**src/sv/mfbb_pkg.sv**
```systemverilog
// mfbb_pkg: shared constants, codes and beat types for the framebuffer blitter.
// Depends on nothing; every file but mfbb_ram imports it.
`default_nettype none
package mfbb_pkg;

	// display geometry
	localparam int DISPLAY_WIDTH  = 160;
	localparam int DISPLAY_HEIGHT = 80;
	localparam int FB_STRIDE      = DISPLAY_WIDTH / 8;
	localparam int FB_BYTES       = FB_STRIDE * DISPLAY_HEIGHT;
	localparam int FB_AW          = $clog2(FB_BYTES);

	// field widths
	localparam int OP_W   = 3;
	localparam int COORD_W = 8;
	localparam int ADDR_W = 11;
	localparam int KIND_W = 2;
	localparam int POS_W  = 14;   // full byte position before any range check

	// queue depths
	localparam int CQ_DEPTH = 2;
	localparam int CQ_PW    = $clog2(CQ_DEPTH);
	localparam int CQ_CW    = $clog2(CQ_DEPTH + 1);
	localparam int RQ_DEPTH = 2;
	localparam int RQ_PW    = $clog2(RQ_DEPTH);
	localparam int RQ_CW    = $clog2(RQ_DEPTH + 1);

	localparam logic [7:0] BYTE_ONES = 8'hFF;

	// input operation codes
	localparam logic [OP_W-1:0] OP_BEGIN = 3'd0;
	localparam logic [OP_W-1:0] OP_BYTE  = 3'd1;
	localparam logic [OP_W-1:0] OP_READ  = 3'd2;
	localparam logic [OP_W-1:0] OP_SET   = 3'd3;
	localparam logic [OP_W-1:0] OP_CLEAR = 3'd4;

	// result kinds
	localparam logic [KIND_W-1:0] KIND_STATUS = 2'd0;
	localparam logic [KIND_W-1:0] KIND_WRITE  = 2'd1;
	localparam logic [KIND_W-1:0] KIND_READ   = 2'd2;

	// work handed from front to back
	typedef enum logic [2:0] {
		CMD_STATUS,
		CMD_READ,
		CMD_OR,
		CMD_SET,
		CMD_CLR
	} cmd_e_t;

	typedef struct packed {
		cmd_e_t             op;
		logic               acc;    // status beats only
		logic [POS_W-1:0]   pos;    // first byte position
		logic               ok0;    // pos inside the store
		logic               ok1;    // pos+1 inside the store
		logic [7:0]         bits0;
		logic [7:0]         bits1;
		logic               two;    // second byte follows
	} cmd_t;

	typedef struct packed {
		logic [KIND_W-1:0] kind;
		logic              accepted;
		logic [ADDR_W-1:0] address;
		logic [7:0]        data;
		logic              last;
	} res_t;

endpackage
`default_nettype wire

```
**src/sv/mfbb_cmd_q.sv**
```systemverilog
// mfbb_cmd_q: short command queue between the front and the back.
// Depends on mfbb_pkg.
`default_nettype none
module mfbb_cmd_q
	import mfbb_pkg::*;
(
	input  wire logic clk,
	input  wire logic arst_n,
	input  wire logic wr_en,
	input  wire cmd_t wr_data,
	output logic      q_full,
	input  wire logic rd_en,
	output cmd_t      rd_data,
	output logic      q_empty
);

	cmd_t             ent_q [CQ_DEPTH];
	logic [CQ_PW-1:0] wr_ptr_q;
	logic [CQ_PW-1:0] rd_ptr_q;
	logic [CQ_CW-1:0] cnt_q;
	logic             do_wr;
	logic             do_rd;

	assign q_full  = (cnt_q == CQ_CW'(CQ_DEPTH));
	assign q_empty = (cnt_q == '0);
	assign do_wr   = wr_en && !q_full;
	assign do_rd   = rd_en && !q_empty;
	assign rd_data = ent_q[rd_ptr_q];

	always_ff @(posedge clk or negedge arst_n) begin
		if (!arst_n) begin
			wr_ptr_q <= '0;
			rd_ptr_q <= '0;
			cnt_q    <= '0;
		end else begin
			if (do_wr) begin
				wr_ptr_q <= (wr_ptr_q == CQ_PW'(CQ_DEPTH - 1)) ? '0 : wr_ptr_q + 1'b1;
			end
			if (do_rd) begin
				rd_ptr_q <= (rd_ptr_q == CQ_PW'(CQ_DEPTH - 1)) ? '0 : rd_ptr_q + 1'b1;
			end
			if (do_wr && !do_rd) begin
				cnt_q <= cnt_q + 1'b1;
			end else if (do_rd && !do_wr) begin
				cnt_q <= cnt_q - 1'b1;
			end
		end
	end

	always_ff @(posedge clk) begin
		if (do_wr) begin
			ent_q[wr_ptr_q] <= wr_data;
		end
	end

	a_cnt_bound: assert property (@(posedge clk) disable iff (!arst_n)
		cnt_q <= CQ_CW'(CQ_DEPTH))
		else $error("command queue count overflow");

endmodule
`default_nettype wire

```
**config.mk**
```make
export PLATFORM = sky130hd
export DESIGN_NAME = mfbb_cmd_q
export DESIGN_NICKNAME = d
export VERILOG_FILES = /design/src/sv/mfbb_pkg.sv /design/src/sv/mfbb_cmd_q.sv
export SDC_FILE = /design/constraint.sdc
export NUM_CORES = 1
export LEC_CHECK = 0
export ABC_CLOCK_PERIOD_IN_PS = 2900
export BUFFER_PORTS_ARGS = -buffer_cell sky130_fd_sc_hd__buf_2
export CAP_MARGIN = 20
export CORE_MARGIN = 1.5
export CORE_UTILIZATION = 34
export CTS_CLUSTER_DIAMETER = 100
export DETAILED_ROUTE_END_ITERATION = 7
export PLACE_DENSITY_LB_ADDON = 0.05
export SKIP_CTS_REPAIR_TIMING = 1
export SKIP_LAST_GASP = 1
export SLEW_MARGIN = 20
export SYNTH_ARGS = -nofsm -noshare
export SYNTH_HDL_FRONTEND = slang
export SYNTH_SLANG_ARGS = --single-unit
```
**constraint.sdc**
```tcl
create_clock -name clk -period 2.9 [get_ports clk]
set_input_delay 0.435 -clock clk [delete_from_list [all_inputs] [get_ports clk]]
set_output_delay 0.435 -clock clk [all_outputs]
set_load 0.02 [all_outputs]
```
### After elaboration in Yosys (flattened, before gate mapping)

Memory sizes are Yosys's and may differ from the RTL's.
Index checks and enable logic that the tools add are counted.

* register bits after elaboration: 4
* memory bits (writable): 74
* input bits: 41
* word-level logic and storage cells: 25
* memories: 1

* $add $sub $neg: 4
* equality and inequality tests: 1
* muxes and demuxes: 6
* reductions and logical operators: 10

Memories
* ent_q: depth 2, width 37, read ports 1, clocked after memory_dff 0, write ports 1, line mfbb_cmd_q.sv:17 `cmd_t ent_q [CQ_DEPTH];`

Operators with widths (count)
* logical AND 1 bit: 4
* logical NOT 1 bit: 4
* two-way mux 1 bit: 4
* two-way mux 2 bit: 2
* adder 1 bit (second input constant): 2
* adder 2 x 1 -> 2 bit (second input constant): 1
* equality test 2 bit (second input constant): 1
* logical NOT 2 bit: 1
* nonzero test 2 bit: 1
* subtractor 2 x 1 -> 2 bit (second input constant): 1

### Depth between registers and ports, before layout

* depth in word-level cells: 7
* mapped depth: 7

### Least setup slack after synthesis

No wires, ideal clock.

* path kind: flip-flop to flip-flop
* start: register cnt_q[0]
* end: memory ent_q[0][0] (netlist bit) (enable)
* setup time: 431 ps
* arrival: 2210 ps
* path slack: 259 ps
* cell stages (with the launch flop): 4
* clock period less this slack: 2641 ps
* cell sequence: dfrtp_1 nand2b_1 nand2_1 nor2_1

* word-level cells in the longest chain between the ends: 5

RTL lines
* start, declared: line mfbb_cmd_q.sv:20 `logic [CQ_CW-1:0] cnt_q;`
* start signal, assigned: line mfbb_cmd_q.sv:43 `cnt_q <= cnt_q + 1'b1;`
* start signal, assigned: line mfbb_cmd_q.sv:45 `cnt_q <= cnt_q - 1'b1;`
* equality test 2 bit: line mfbb_cmd_q.sv:24 `assign q_full = (cnt_q == CQ_CW'(CQ_DEPTH));`
* logical NOT 1 bit: line mfbb_cmd_q.sv:26 `assign do_wr = wr_en && !q_full;`
* logical AND 1 bit: line mfbb_cmd_q.sv:26
* two-way mux 1 bit: line mfbb_cmd_q.sv:51 `if (do_wr) begin`
* two-way mux 1 bit (not written as such): line mfbb_cmd_q.sv:52 `ent_q[wr_ptr_q] <= wr_data;`
* end, declared: line mfbb_cmd_q.sv:17

Every way passes these cells.

==> impl_metrics.tcl <==
set metrics [dict create \
    cts.sinks 78 \
    rsz0062_at_grt "no" \
    core_area_sq_um 8300 \
    ir_drop_mv 0.464 \
    hold_violations 0 \
    endpoint "rd_data[11]" \
    track_usage 0.116 \
    leakagePower_nw 1.47 \
    critical_path_class "flop to output pin" \
    synth_warnings 0 \
    tightest_slew_ps 917 \
    num_io_pins 80 \
    final_layout_size_suffix_gt1_frac 0.585 \
    path_max_fanout 25 \
    drt_wl_total_microns 4930 \
    grt_max_degree 38 \
    worst_path_max_delay_cell "dfrtp_2" \
    port_buffers 79 \
    clock.fmax_ghz 0.461 \
    drt_iter0_markers 17 \
    path_buf_inv 2 \
    slew_viol_final 0 \
    cp_data_required_time_ps 2470 \
    ant_nets 0 \
    status "finished, final reports clean" \
    rows 33 \
    drv_cap 0 \
    vias 1461 \
    reg2reg_to "ent_q[1][24]" \
    hold_path_class "input pin to flop" \
    crit_start "rd_ptr_q" \
    arrival_ps 1730 \
    dieArea_sq_um 9240 \
    ys_ff_latch 78 \
    pwr_density_cell_nw_per_um2 1060 \
    overflow 0 \
    hpwl_microns 3330 \
    path_delay_family "flip-flops" \
    antenna_found_initial 0 \
    htree_levels 3 \
    clock_path_buffers 2 \
    r2r_start "cnt_q[0]" \
    synthesis.area_sq_um 2950 \
    num-nets-final 266 \
    cts_buffers 9 \
    skew_ps 6.97 \
    max_stage_delay_ps 600 \
    place_area_sq_um 3480 \
    ys_types 15 \
    synth-seq-area-share 0.787 \
    drc 0 \
    clk_pin_slew_ps 70 \
    finalCritPeriodShare 0.747 \
    synthCells 134 \
    finalInstanceArea_sq_um 3720 \
    area_growth_pct 26.2 \
    worst-path-stages 3 \
    path_cells "buf_12, mux2_2, buf_2" \
    cts_tree "yes" \
    grt_pass1_vias 1533 \
    die_x_microns 96.1 \
    setup_viol 0 \
    viasPerCell 4.37 \
    wl_per_cell_microns 14.8 \
    clock_latency_ps 340 \
    cp-end-kind "output pin" \
    regToRegSetupSlack_ps 1110 \
    antenna_cells 0 \
    dieHeight_microns 96.1 \
    synth.avg_cell_area_sq_um 22.0 \
    synth_fp_nets 176 \
    grt_pass1_wl_microns 7300 \
    drt_first_pass_iters 3 \
    start_kind "flop" \
    slew_headroom 0.389 \
    initial_core_util 0.355 \
    globalplace.congestion 0.616 \
    reg2reg_depth 2 \
    cts_root_buffer "clkbuf_8" \
    finalSetupTns_ps 0 \
    period_needed_ps 2170 \
]
==> sequential cells by signal (all words and copies together) (netlist names) <==
name	flops
cnt_q	2
ent_q	74
rd_ptr_q	1
wr_ptr_q	1
==> worst register-to-register path, stage by stage (launching register included) <==
cell	delay [ps]
dfrtp_1	420
nand2b_1	170
and3_2	820
==> cells in the final DEF (no fill, tap or decap), types with 2 or more instances in the layout <==
cell type   n
bufinv_16   3
clkinv_1    2
edfxtp_1   74
clkbuf_1    2
clkbuf_8    9
nor2_1      2
buf_4       2
xor2_1      2
buf_2      79
mux2_2     17
inv_1       2
dfrtp_1     3
mux2_4     20
xnor2_1     3
==> worst min-delay path by stage <==
stage	start	to	cells past startpoint
after global placement	arst_n	cnt_q[1]	1
final	wr_data[7]	ent_q[1][7]	1
after floorplan	arst_n	cnt_q[0]	0
after CTS	arst_n	wr_ptr_q	1
after global routing	wr_data[2]	ent_q[1][2]	1
after detailed placement	arst_n	cnt_q[1]	1
==> layer usage <==
layer,GRT usage,vias to the layer above,share of wire
met1,0.116,701,0.39
li1,-,698,-
met3,0.0427,8,0.073
met5,0,-,0
met2,0.201,54,0.52
met4,0.0735,0,0.021
==> layout make-up <==
cell class / instances / area (sq um)
repair buffers: 83 / 440
fillers: 739 / 4580
flip-flops and latches: 78 / 2320
inverters: 2 / 7.51
multi-input cells: 50 / 589
well taps: 105 / 131
clock inverters: 5 / 97.6
clock buffers: 11 / 131
==> where the power goes <==
part | total [mW] | switching (mW) | leakage, nW | internal (mW)
Sequential | 1.67 | 0.123 | 0.733 | 1.55
Combinational | 1.34 | 0.744 | 0.624 | 0.592
Clock | 0.920 | 0.353 | 0.113 | 0.567
==> per-stage QoR <==
stage          total power [mW]   util  hold WS [ps]  setup WS, ps  cells
2_1_floorplan              2.66      -           139           259    134
3_3_place_gp               3.02  0.420           244          1090    317
3_5_place_dp               3.06  0.420           252          1060    317
4_1_cts                    3.99  0.447          -124           684    333
5_1_grt                    4.13  0.448           259           637    334
6_report                   3.93  0.448           282           733    334
==> Yosys cell counts <==
| master | instances | area share |
|---|---|---|
| dfrtp_1 | 4 | 0.034 |
| inv_1 | 2 | 0.0025 |
| edfxtp_1 | 74 | 0.75 |
| nand2b_1 | 1 | 0.0021 |
| buf_6 | 3 | 0.011 |
| mux2_4 | 20 | 0.10 |
| o21ai_1 | 1 | 0.0017 |
| buf_2 | 1 | 0.0017 |
| nand2_1 | 1 | 0.0013 |
| nor2_1 | 3 | 0.0038 |
| ha_1 | 1 | 0.0042 |
| and3_1 | 1 | 0.0021 |
| mux2_2 | 17 | 0.065 |
| xnor2_1 | 3 | 0.0089 |
| xor2_1 | 2 | 0.0059 |
==> kinds of logic after synthesis <==
group	after synthesis	share of synthesized area
compound gates	1	0.00170
xor+xnor	5	0.0149
fa+ha+maj	1	0.00424
buf+inv	6	0.0157
flops	78	0.787
mux	37	0.167
simple gates	6	0.00934
Power figures use the tool's default switching activity.
