$ cat config.mk
export PLATFORM = sky130hd
export DESIGN_NAME = mfbb_front
export DESIGN_NICKNAME = d
export VERILOG_FILES = /design/src/sv/mfbb_pkg.sv /design/src/sv/mfbb_front.sv
export SDC_FILE = /design/constraint.sdc
export NUM_CORES = 1
export LEC_CHECK = 0
export ABC_CLOCK_PERIOD_IN_PS = 5740
export BUFFER_PORTS_ARGS = -buffer_cell sky130_fd_sc_hd__clkbuf_2
export CAP_MARGIN = 20
export CORE_MARGIN = 3
export CORE_UTILIZATION = 59
export DETAILED_ROUTE_END_ITERATION = 8
export GPL_TIMING_DRIVEN = 0
export PLACE_DENSITY = 0.83
export SYNTH_ARGS = -nofsm -noshare
export SYNTH_HDL_FRONTEND = slang
export SYNTH_SLANG_ARGS = --single-unit
export TNS_END_PERCENT = 30
$ cat constraint.sdc
create_clock -name clk -period 5.74 [get_ports clk]
set_input_delay 1.148 -clock clk [delete_from_list [all_inputs] [get_ports clk]]
set_output_delay 1.148 -clock clk [all_outputs]
set_load 0.01 [all_outputs]
$ cat src/sv/mfbb_pkg.sv
// mfbb_pkg: shared constants, codes and beat types for the framebuffer blitter.
// Depends on nothing; every file but mfbb_ram imports it.
`default_nettype none
package mfbb_pkg;

	// display geometry
	localparam int DISPLAY_WIDTH  = 160;
	localparam int DISPLAY_HEIGHT = 80;
	localparam int FB_STRIDE      = DISPLAY_WIDTH / 8;
	localparam int FB_BYTES       = FB_STRIDE * DISPLAY_HEIGHT;
	localparam int FB_AW          = $clog2(FB_BYTES);

	// field widths
	localparam int OP_W   = 3;
	localparam int COORD_W = 8;
	localparam int ADDR_W = 11;
	localparam int KIND_W = 2;
	localparam int POS_W  = 14;   // full byte position before any range check

	// queue depths
	localparam int CQ_DEPTH = 2;
	localparam int CQ_PW    = $clog2(CQ_DEPTH);
	localparam int CQ_CW    = $clog2(CQ_DEPTH + 1);
	localparam int RQ_DEPTH = 2;
	localparam int RQ_PW    = $clog2(RQ_DEPTH);
	localparam int RQ_CW    = $clog2(RQ_DEPTH + 1);

	localparam logic [7:0] BYTE_ONES = 8'hFF;

	// input operation codes
	localparam logic [OP_W-1:0] OP_BEGIN = 3'd0;
	localparam logic [OP_W-1:0] OP_BYTE  = 3'd1;
	localparam logic [OP_W-1:0] OP_READ  = 3'd2;
	localparam logic [OP_W-1:0] OP_SET   = 3'd3;
	localparam logic [OP_W-1:0] OP_CLEAR = 3'd4;

	// result kinds
	localparam logic [KIND_W-1:0] KIND_STATUS = 2'd0;
	localparam logic [KIND_W-1:0] KIND_WRITE  = 2'd1;
	localparam logic [KIND_W-1:0] KIND_READ   = 2'd2;

	// work handed from front to back
	typedef enum logic [2:0] {
		CMD_STATUS,
		CMD_READ,
		CMD_OR,
		CMD_SET,
		CMD_CLR
	} cmd_e_t;

	typedef struct packed {
		cmd_e_t             op;
		logic               acc;    // status beats only
		logic [POS_W-1:0]   pos;    // first byte position
		logic               ok0;    // pos inside the store
		logic               ok1;    // pos+1 inside the store
		logic [7:0]         bits0;
		logic [7:0]         bits1;
		logic               two;    // second byte follows
	} cmd_t;

	typedef struct packed {
		logic [KIND_W-1:0] kind;
		logic              accepted;
		logic [ADDR_W-1:0] address;
		logic [7:0]        data;
		logic              last;
	} res_t;

endpackage
`default_nettype wire

$ cat src/sv/mfbb_front.sv
// mfbb_front: accepts input beats, tracks blit progress and turns each beat
// into one command for the back. Depends on mfbb_pkg.
`default_nettype none
module mfbb_front
	import mfbb_pkg::*;
(
	input  wire logic              clk,
	input  wire logic              arst_n,
	input  wire logic              push,
	output logic                   full,
	input  wire logic [OP_W-1:0]   operation,
	input  wire logic [7:0]        x_pos,
	input  wire logic [7:0]        y_pos,
	input  wire logic [7:0]        blit_width,
	input  wire logic [7:0]        blit_height,
	input  wire logic [7:0]        source_byte,
	input  wire logic [ADDR_W-1:0] read_address,
	input  wire logic              clearing,
	input  wire logic              cq_full,
	output logic                   cq_wr,
	output cmd_t                   cq_data
);

	logic       active_q;
	logic [7:0] ox_q;
	logic [7:0] oy_q;
	logic [2:0] wrem_q;   // width mod 8
	logic [7:0] rows_q;
	logic [5:0] bpr_q;
	logic [5:0] col_q;
	logic [7:0] row_q;

	logic             take;
	logic             begin_ok;
	logic [8:0]       x_end;
	logic [8:0]       y_end;
	logic [5:0]       bpr_n;
	logic [8:0]       row_sum;
	logic [POS_W-1:0] dpos;
	logic [POS_W-1:0] ppos;
	logic [7:0]       src_m;
	logic [2:0]       xoff;
	logic [6:0]       col_nx;
	logic [8:0]       row_nx;

	assign full  = cq_full || clearing;
	assign take  = push && !full;
	assign cq_wr = take;

	assign x_end    = {1'b0, x_pos} + {1'b0, blit_width};
	assign y_end    = {1'b0, y_pos} + {1'b0, blit_height};
	assign begin_ok = (x_pos <= 8'(DISPLAY_WIDTH - 1)) && (y_pos <= 8'(DISPLAY_HEIGHT - 1))
		&& (x_end <= 9'(DISPLAY_WIDTH - 1)) && (y_end <= 9'(DISPLAY_HEIGHT - 1));
	assign bpr_n    = 6'(({1'b0, blit_width} + 9'd7) >> 3);

	assign row_sum = {1'b0, oy_q} + {1'b0, row_q};
	assign dpos    = POS_W'(row_sum) * POS_W'(FB_STRIDE) + POS_W'(ox_q[7:3]) + POS_W'(col_q);
	assign ppos    = POS_W'(y_pos) * POS_W'(FB_STRIDE) + POS_W'(x_pos[7:3]);
	assign xoff    = ox_q[2:0];

	// trim unused high bits of the last byte in a row
	always_comb begin
		src_m = source_byte;
		if ((wrem_q != 3'd0) && (col_q == bpr_q - 6'd1)) begin
			src_m = source_byte & 8'((9'd1 << wrem_q) - 9'd1);
		end
	end

	assign col_nx = {1'b0, col_q} + 7'd1;
	assign row_nx = {1'b0, row_q} + 9'd1;

	always_comb begin
		cq_data       = '0;
		cq_data.op    = CMD_STATUS;
		unique case (operation)
			OP_BEGIN: begin
				cq_data.acc = begin_ok;
			end
			OP_BYTE: begin
				if (active_q) begin
					cq_data.op    = CMD_OR;
					cq_data.acc   = 1'b1;
					cq_data.pos   = dpos;
					cq_data.ok0   = dpos < POS_W'(FB_BYTES);
					cq_data.ok1   = dpos < POS_W'(FB_BYTES - 1);
					cq_data.two   = (xoff != 3'd0);
					cq_data.bits0 = 8'(src_m << xoff);
					cq_data.bits1 = src_m >> (4'd8 - {1'b0, xoff});
				end
			end
			OP_READ: begin
				cq_data.op  = CMD_READ;
				cq_data.pos = POS_W'(read_address);
				cq_data.ok0 = read_address < ADDR_W'(FB_BYTES);
			end
			OP_SET, OP_CLEAR: begin
				if ((x_pos <= 8'(DISPLAY_WIDTH - 1)) && (y_pos <= 8'(DISPLAY_HEIGHT - 1))) begin
					cq_data.op    = (operation == OP_SET) ? CMD_SET : CMD_CLR;
					cq_data.acc   = 1'b1;
					cq_data.pos   = ppos;
					cq_data.ok0   = ppos < POS_W'(FB_BYTES);
					cq_data.bits0 = 8'(9'd1 << x_pos[2:0]);
				end
			end
			default: begin
				cq_data.acc = 1'b0;
			end
		endcase
	end

	always_ff @(posedge clk or negedge arst_n) begin
		if (!arst_n) begin
			active_q <= 1'b0;
			ox_q     <= '0;
			oy_q     <= '0;
			wrem_q   <= '0;
			rows_q   <= '0;
			bpr_q    <= '0;
			col_q    <= '0;
			row_q    <= '0;
		end else if (take) begin
			if (operation == OP_BEGIN) begin
				active_q <= 1'b0;
				if (begin_ok) begin
					ox_q     <= x_pos;
					oy_q     <= y_pos;
					wrem_q   <= blit_width[2:0];
					rows_q   <= blit_height;
					bpr_q    <= bpr_n;
					col_q    <= '0;
					row_q    <= '0;
					active_q <= (blit_width != 8'd0) && (blit_height != 8'd0);
				end
			end else if ((operation == OP_BYTE) && active_q) begin
				if (col_nx >= {1'b0, bpr_q}) begin
					col_q <= '0;
					row_q <= 8'(row_nx);
					if (row_nx >= {1'b0, rows_q}) begin
						active_q <= 1'b0;
					end
				end else begin
					col_q <= 6'(col_nx);
				end
			end
		end
	end

endmodule
`default_nettype wire

== Yosys cells after proc, flatten, opt, wreduce, memory -nomap -nowiden ==
Cells that the tools add are included.
Cells by class
  $add $sub $neg: 12
  multipliers: 2
  order comparisons: 10
  equality and inequality tests: 6
  shift-type cells: 4
  muxes and demuxes: 24
  bitwise logic cells: 1
  reduce and logical (&&, ||, !) cells: 22
Operator list (number)
  8-bit two-way mux: 6
  15-bit one-hot mux with 3 select lines: 1
  14-bit by 11-bit less-than comparator with 1-bit output, second input constant: 3
  36-bit two-way mux: 1
  8-bit by 8-bit adder with 9-bit output: 3
  6-bit two-way mux: 4
  19-bit two-way mux: 1
  8-bit one-hot mux with 2 select lines: 1
  8-bit nonzero test: 2
  1-bit by 3-bit left shift with 8-bit output, first input constant: 2
  13-bit by 5-bit adder with 14-bit output: 1
  14-bit by 5-bit adder with 14-bit output: 1
  14-bit by 6-bit adder with 14-bit output: 1
  9-bit by 3-bit multiplier with 12-bit output, second input constant: 1
  11-bit less-than comparator, second input constant: 1
  8-bit by 3-bit multiplier with 11-bit output, second input constant: 1
  8-bit by 1-bit adder with 9-bit output, second input constant: 1
  8-bit by 3-bit adder with 9-bit output, second input constant: 1
  9-bit by 8-bit greater-or-equal comparator with 1-bit output: 1
  9-bit by 7-bit less-or-equal comparator with 1-bit output, second input constant: 1
  9-bit by 8-bit less-or-equal comparator with 1-bit output, second input constant: 1
  9-bit two-way mux: 1
  3-bit one-hot mux with 3 select lines: 1
  8-bit bitwise AND: 1
  26 further kinds: 43
Storage, ports and cells
  register bits after elaboration: 48
  input bits: 59
  output and inout bits: 39
  word-level logic and storage cells: 89

== Longest topological paths before layout ==
  depth in word-level cells: 7
  depth in mapped cells: 18
  depth with buffers taken out: 18

== Worst setup path after synthesis ==
Ideal clock, no wire load.
  path type: register to output
  start: register row_q[0]
  end: output port cq_data[18] (netlist name)
  arrival: 4.320 ns
  required time: 4.592 ns
  slack: 0.272 ns
  stages on the path, launching flop included: 16
  path buffers: 0
  path through: dfrtp_1 > ha_1 > fa_1 > a21o_1 > a21oi_1 > xnor2_1 > and2_1 > or2_2 > fa_1 > xnor2_1 > nand2_1 > mux2_2 > a2111oi_4 > xnor2_1 > or3_1 > o31ai_1
RTL lines
  start, declared: RTL line mfbb_front.sv:31  | logic [7:0] row_q;
  start signal, assigned: RTL line mfbb_front.sv:137  | row_q <= 8'(row_nx);
  end, declared: RTL line mfbb_front.sv:21  | output cmd_t cq_data

==> run_results.csv <==
group,metric,value,unit
outcome,result_of_the_run,"finished, violations left",
outcome,violations,"negative setup slack",
yosys,synth_cells,732,
sta,finalHoldViolations,0,
critical_path,cpPeakStageDelay,0.45,ns
finish,antenna-diode-count,0,
yosys,synth.ff_latch_count,48,
global_routing,grt.total_usage,31.4,%
power_and_ir_drop,max-vdd-ir-drop,0.109,mV
global_routing,grt_first_pass_wirelength,29700,um
critical_path,regToRegSetupSlack,2.78,ns
yosys,netlist.top_cell.by_area,"sky130_fd_sc_hd__dfrtp_1",
clock_network,clockRootBuffer,"sky130_fd_sc_hd__clkbuf_8",
finish,area_delta_synth_final,18.3,%
yosys,synthesis.nets,881,
die,die_x,109,um
clock_network,htree_num_levels,2,
yosys,mappedNetlistArea,0.00627,mm^2
power_and_ir_drop,clock_power_share,26.9,%
power_and_ir_drop,seqPwrFrac,32.8,%
run,maxCapViolCount,0,
sta,clk_skew,0.00654,ns
yosys,netlist_top_cells_area,"sky130_fd_sc_hd__dfrtp_1, sky130_fd_sc_hd__ha_1, sky130_fd_sc_hd__mux2_4, sky130_fd_sc_hd__xnor2_1, sky130_fd_sc_hd__a21oi_1",
sta,final_min_period_over_clock_period,101,%
sta,period_minus_slack,5.77,ns
global_routing,antenna_found_initial,0,
critical_path,maximum_fanout_count_along_the_critical_path,6,
finish,number_of_filler_instances_in_the_final_layout,783,
finish,layout.nets,997,
routing,drcViolationCount,0,
placement,placement.setup.worst_slack,-0.272,ns
yosys,synth_flop_cell,"sky130_fd_sc_hd__dfrtp_1",
global_routing,use_met2,55.8,%
global_routing,gr-max-usage-layer,"met2",
critical_path,cp_cell_sequence,"ha_4 -> fa_2 -> a21o_1 -> a221o_1 -> or2_4 -> xor2_4 -> xor2_1 -> ha_1 -> buf_4 -> nand2b_1 -> mux2_4 -> a2111oi_4 -> xnor2_1 -> or3_1 -> o31ai_1 -> buf_2",
yosys,async_set_or_reset_flop_fraction_in_the_synthesized_netlist,100,%
sta,fmax,173,MHz
clock_network,tritoncts,"yes",
critical_path,worstSetupPathType,"reg2out",
sta,rsz0062_at_grt,"yes",
critical_path,worstSetupStartpointType,"register",
critical_path,cp_slowest_cell,"sky130_fd_sc_hd__dfrtp_2",
die,die_height,109,um
power_and_ir_drop,total_power,1.10,mW
power_and_ir_drop,power.internal,0.700,mW
die,core_region_area,0.0103,mm^2
clock_network,count_of_hold_fix_buffers_inserted_at_cts,0,
routing,route.final.wire_length,19300,um
finish,layout-drive-gt1-share,23.2,%
yosys,ys_seq_area_share,19.1,%
yosys,synth_cell_type_count,65,
critical_path,timing.critical_path.arrival,4.62,ns
sta,finalWorstSetupSlack,-0.0323,ns
die,core.rowCount,37,
min_path,holdPathStages,2,
global_routing,maximum_number_of_pins_on_one_net_before_global_route_repair,28,
finish,layout_commonest_cell,"sky130_fd_sc_hd__clkbuf_2",
clock_network,tritoncts.num_buffers,5,
clock_network,worst_skew_pair.late_latency,0.31,ns
routing,drt_pass1_iterations,7,
critical_path,setup.worst_path.end_class,"primary output",
yosys,synth_area_per_cell,8.57,um^2
die,dieArea,0.0119,mm^2
die,floorplan.io_pins,98,
power_and_ir_drop,power.share.combinational,40.4,%
min_path,holdCritPathClass,"reg2reg",
routing,avg_vias_per_cell,6.41,
power_and_ir_drop,powerDensity,148,mW/mm^2
power_and_ir_drop,p_leak,3.69,nW
die,initial_core_util,60.8,%
finish,layout_common_cells,"sky130_fd_sc_hd__clkbuf_2, sky130_fd_sc_hd__ha_1, sky130_fd_sc_hd__inv_1, sky130_fd_sc_hd__dfrtp_1, sky130_fd_sc_hd__a21oi_1",
global_routing,met1_usage,38.5,%
clock_network,clkSinkCount,48,
critical_path,worstPathRequired,4.59,ns
routing,drt_first_iter_violations,554,
sta,setup_viol_count_final,1,
power_and_ir_drop,switching_share,36.1,%
critical_path,worstRegToRegCells,11,
yosys,synthesis.yosys.warnings,0,
sta,slew_headroom,45.9,%
placement,port_buffers,96,
global_routing,grt_pass1_vias,6127,
clock_network,ctsLongestPathBuffers,2,
yosys,synth_top_area_share,19.1,%
power_and_ir_drop,total_switching_power,0.395,mW
placement,place.detailed.hpwl,14700,um
global_routing,overflow,0,
clock_network,clkTransAtPathRegs,0.09,ns
placement,gp_congestion,0.912,
routing,drt.antenna.violating_nets,0,
global_routing,grt.met3_usage,4.14,%
routing,dr_total_vias,6305,
sta,final-max-slew-violation-count,0,
yosys,synth_edf_count,0,
routing,routed_wire_length_per_instance,19.6,um
sta,slew_worst_pin,0.805,ns
[power by group through the flow]
| stage | logic [mW] | registers (mW) | clock network (mW) |
|---|---|---|---|
| 6_report | 0.442 | 0.359 | 0.294 |
| 5_1_grt | 0.486 | 0.360 | 0.310 |
| 4_1_cts | 0.416 | 0.358 | 0.293 |
| 3_5_place_dp | 0.403 | 0.366 | 0 |
| 3_3_place_gp | 0.385 | 0.365 | 0 |
| 2_1_floorplan | 0.279 | 0.361 | 0 |
[synthesized netlist by cell type (6+ instances only)]
master / instances
sky130_fd_sc_hd__fa_1: 10
sky130_fd_sc_hd__xnor2_1: 31
sky130_fd_sc_hd__inv_1: 63
sky130_fd_sc_hd__a21oi_1: 48
sky130_fd_sc_hd__clkbuf_1: 12
sky130_fd_sc_hd__nand2b_1: 7
sky130_fd_sc_hd__o211ai_1: 10
sky130_fd_sc_hd__or3_1: 8
sky130_fd_sc_hd__and3_1: 9
sky130_fd_sc_hd__or2_2: 10
sky130_fd_sc_hd__a22o_1: 8
sky130_fd_sc_hd__o21ai_0: 35
sky130_fd_sc_hd__mux2i_1: 12
sky130_fd_sc_hd__mux2_4: 22
sky130_fd_sc_hd__and2_1: 9
sky130_fd_sc_hd__mux2_2: 6
sky130_fd_sc_hd__a211oi_1: 6
sky130_fd_sc_hd__nand2_1: 42
sky130_fd_sc_hd__ha_1: 80
sky130_fd_sc_hd__nor2b_1: 14
sky130_fd_sc_hd__dfrtp_1: 48
sky130_fd_sc_hd__a21o_1: 18
sky130_fd_sc_hd__a31oi_1: 7
sky130_fd_sc_hd__nor3_1: 22
sky130_fd_sc_hd__a22oi_1: 7
sky130_fd_sc_hd__xor2_1: 22
sky130_fd_sc_hd__o31ai_1: 11
sky130_fd_sc_hd__nand3_1: 27
sky130_fd_sc_hd__nor2_1: 39
[routing by layer]
| layer | share of wire, % | routed length (um) | vias to the layer above |
|---|---|---|---|
| met2 | 49 | 9400 | 307 |
| met1 | 40 | 7770 | 2983 |
| li1 | - | - | 2941 |
| met3 | 6.9 | 1340 | 74 |
| met4 | 4.2 | 803 | 0 |
| met5 | 0 | 0 | - |
[critical path, delay by kind of cell, from the launching register on]
family,cells,cell delay [ns]
compound gates,4,1.11
xor+xnor,3,0.46
fa+ha+maj,3,0.85
buf+inv,2,0.33
flops,1,0.45
mux,1,0.32
simple gates,3,0.79
[cell type report]
| class | count | area [um^2] | share of cell area (%) |
|---|---|---|---|
| multi-input combinational | 606 | 5000 | 67.4 |
| buffer | 15 | 78.8 | 1.06 |
| timing repair buffer | 109 | 598 | 8.06 |
| clock buffer | 5 | 68.8 | 0.927 |
| clock inverter | 2 | 60.1 | 0.809 |
| tap | 136 | 170 | 2.29 |
| inverter | 63 | 240 | 3.24 |
| sequential | 48 | 1200 | 16.2 |
[metrics by stage]
step                TNS (ns)  cells  hold WS, ns  cell area [um^2]  utilization [%]
finish               -0.0323    984        0.513              7420             71.9
global placement     -0.0811    964        0.478              6930             67.1
CTS                        0    979        0.510              7250             70.2
detailed placement    -0.680    965        0.479              6950             67.3
global route          -0.588    984        0.533              7420             71.9
floorplan                  0    732        0.460              6270                -
[registers in the layout, indices dropped and copies added (netlist names)]
signal and count:
oy_q 8, col_q 6, ox_q 8, row_q 8, rows_q 8, bpr_q 6, wrem_q 3, active_q 1
[what timing repair did]
item                                   CTS  global route
setup endpoints to repair                5             5
resized for setup                       22            25
endpoints found under the hold margin    0             0
pin swaps                                9            14
setup buffers                            7             5
[final timing paths]
path                                 startpoint                     to
max in group asynchronous                arst_n    oy_q[2]$_DFFE_PN0P_
max                        row_q[0]$_DFFE_PN0P_            cq_data[18]
min                        active_q$_DFFE_PN0P_   active_q$_DFFE_PN0P_
min reg2reg                active_q$_DFFE_PN0P_   active_q$_DFFE_PN0P_
min in group asynchronous                arst_n  wrem_q[1]$_DFFE_PN0P_
max reg2reg                col_q[3]$_DFFE_PN0P_   row_q[0]$_DFFE_PN0P_
[logic make-up (layout without fill, tap and decap cells)]
group / after synthesis / in the layout / synth area share, %
AND/OR/NAND/NOR: 214 / 214 / 18.0
AO/OA/AOI/OAI: 209 / 209 / 23.0
adder cells (fa/ha/maj): 90 / 90 / 19.1
buffers and inverters: 78 / 194 / 5.02
XOR/XNOR: 53 / 53 / 7.40
flip-flops: 48 / 48 / 19.1
multiplexers: 40 / 40 / 8.26
(Power assumes the default switching activity.)
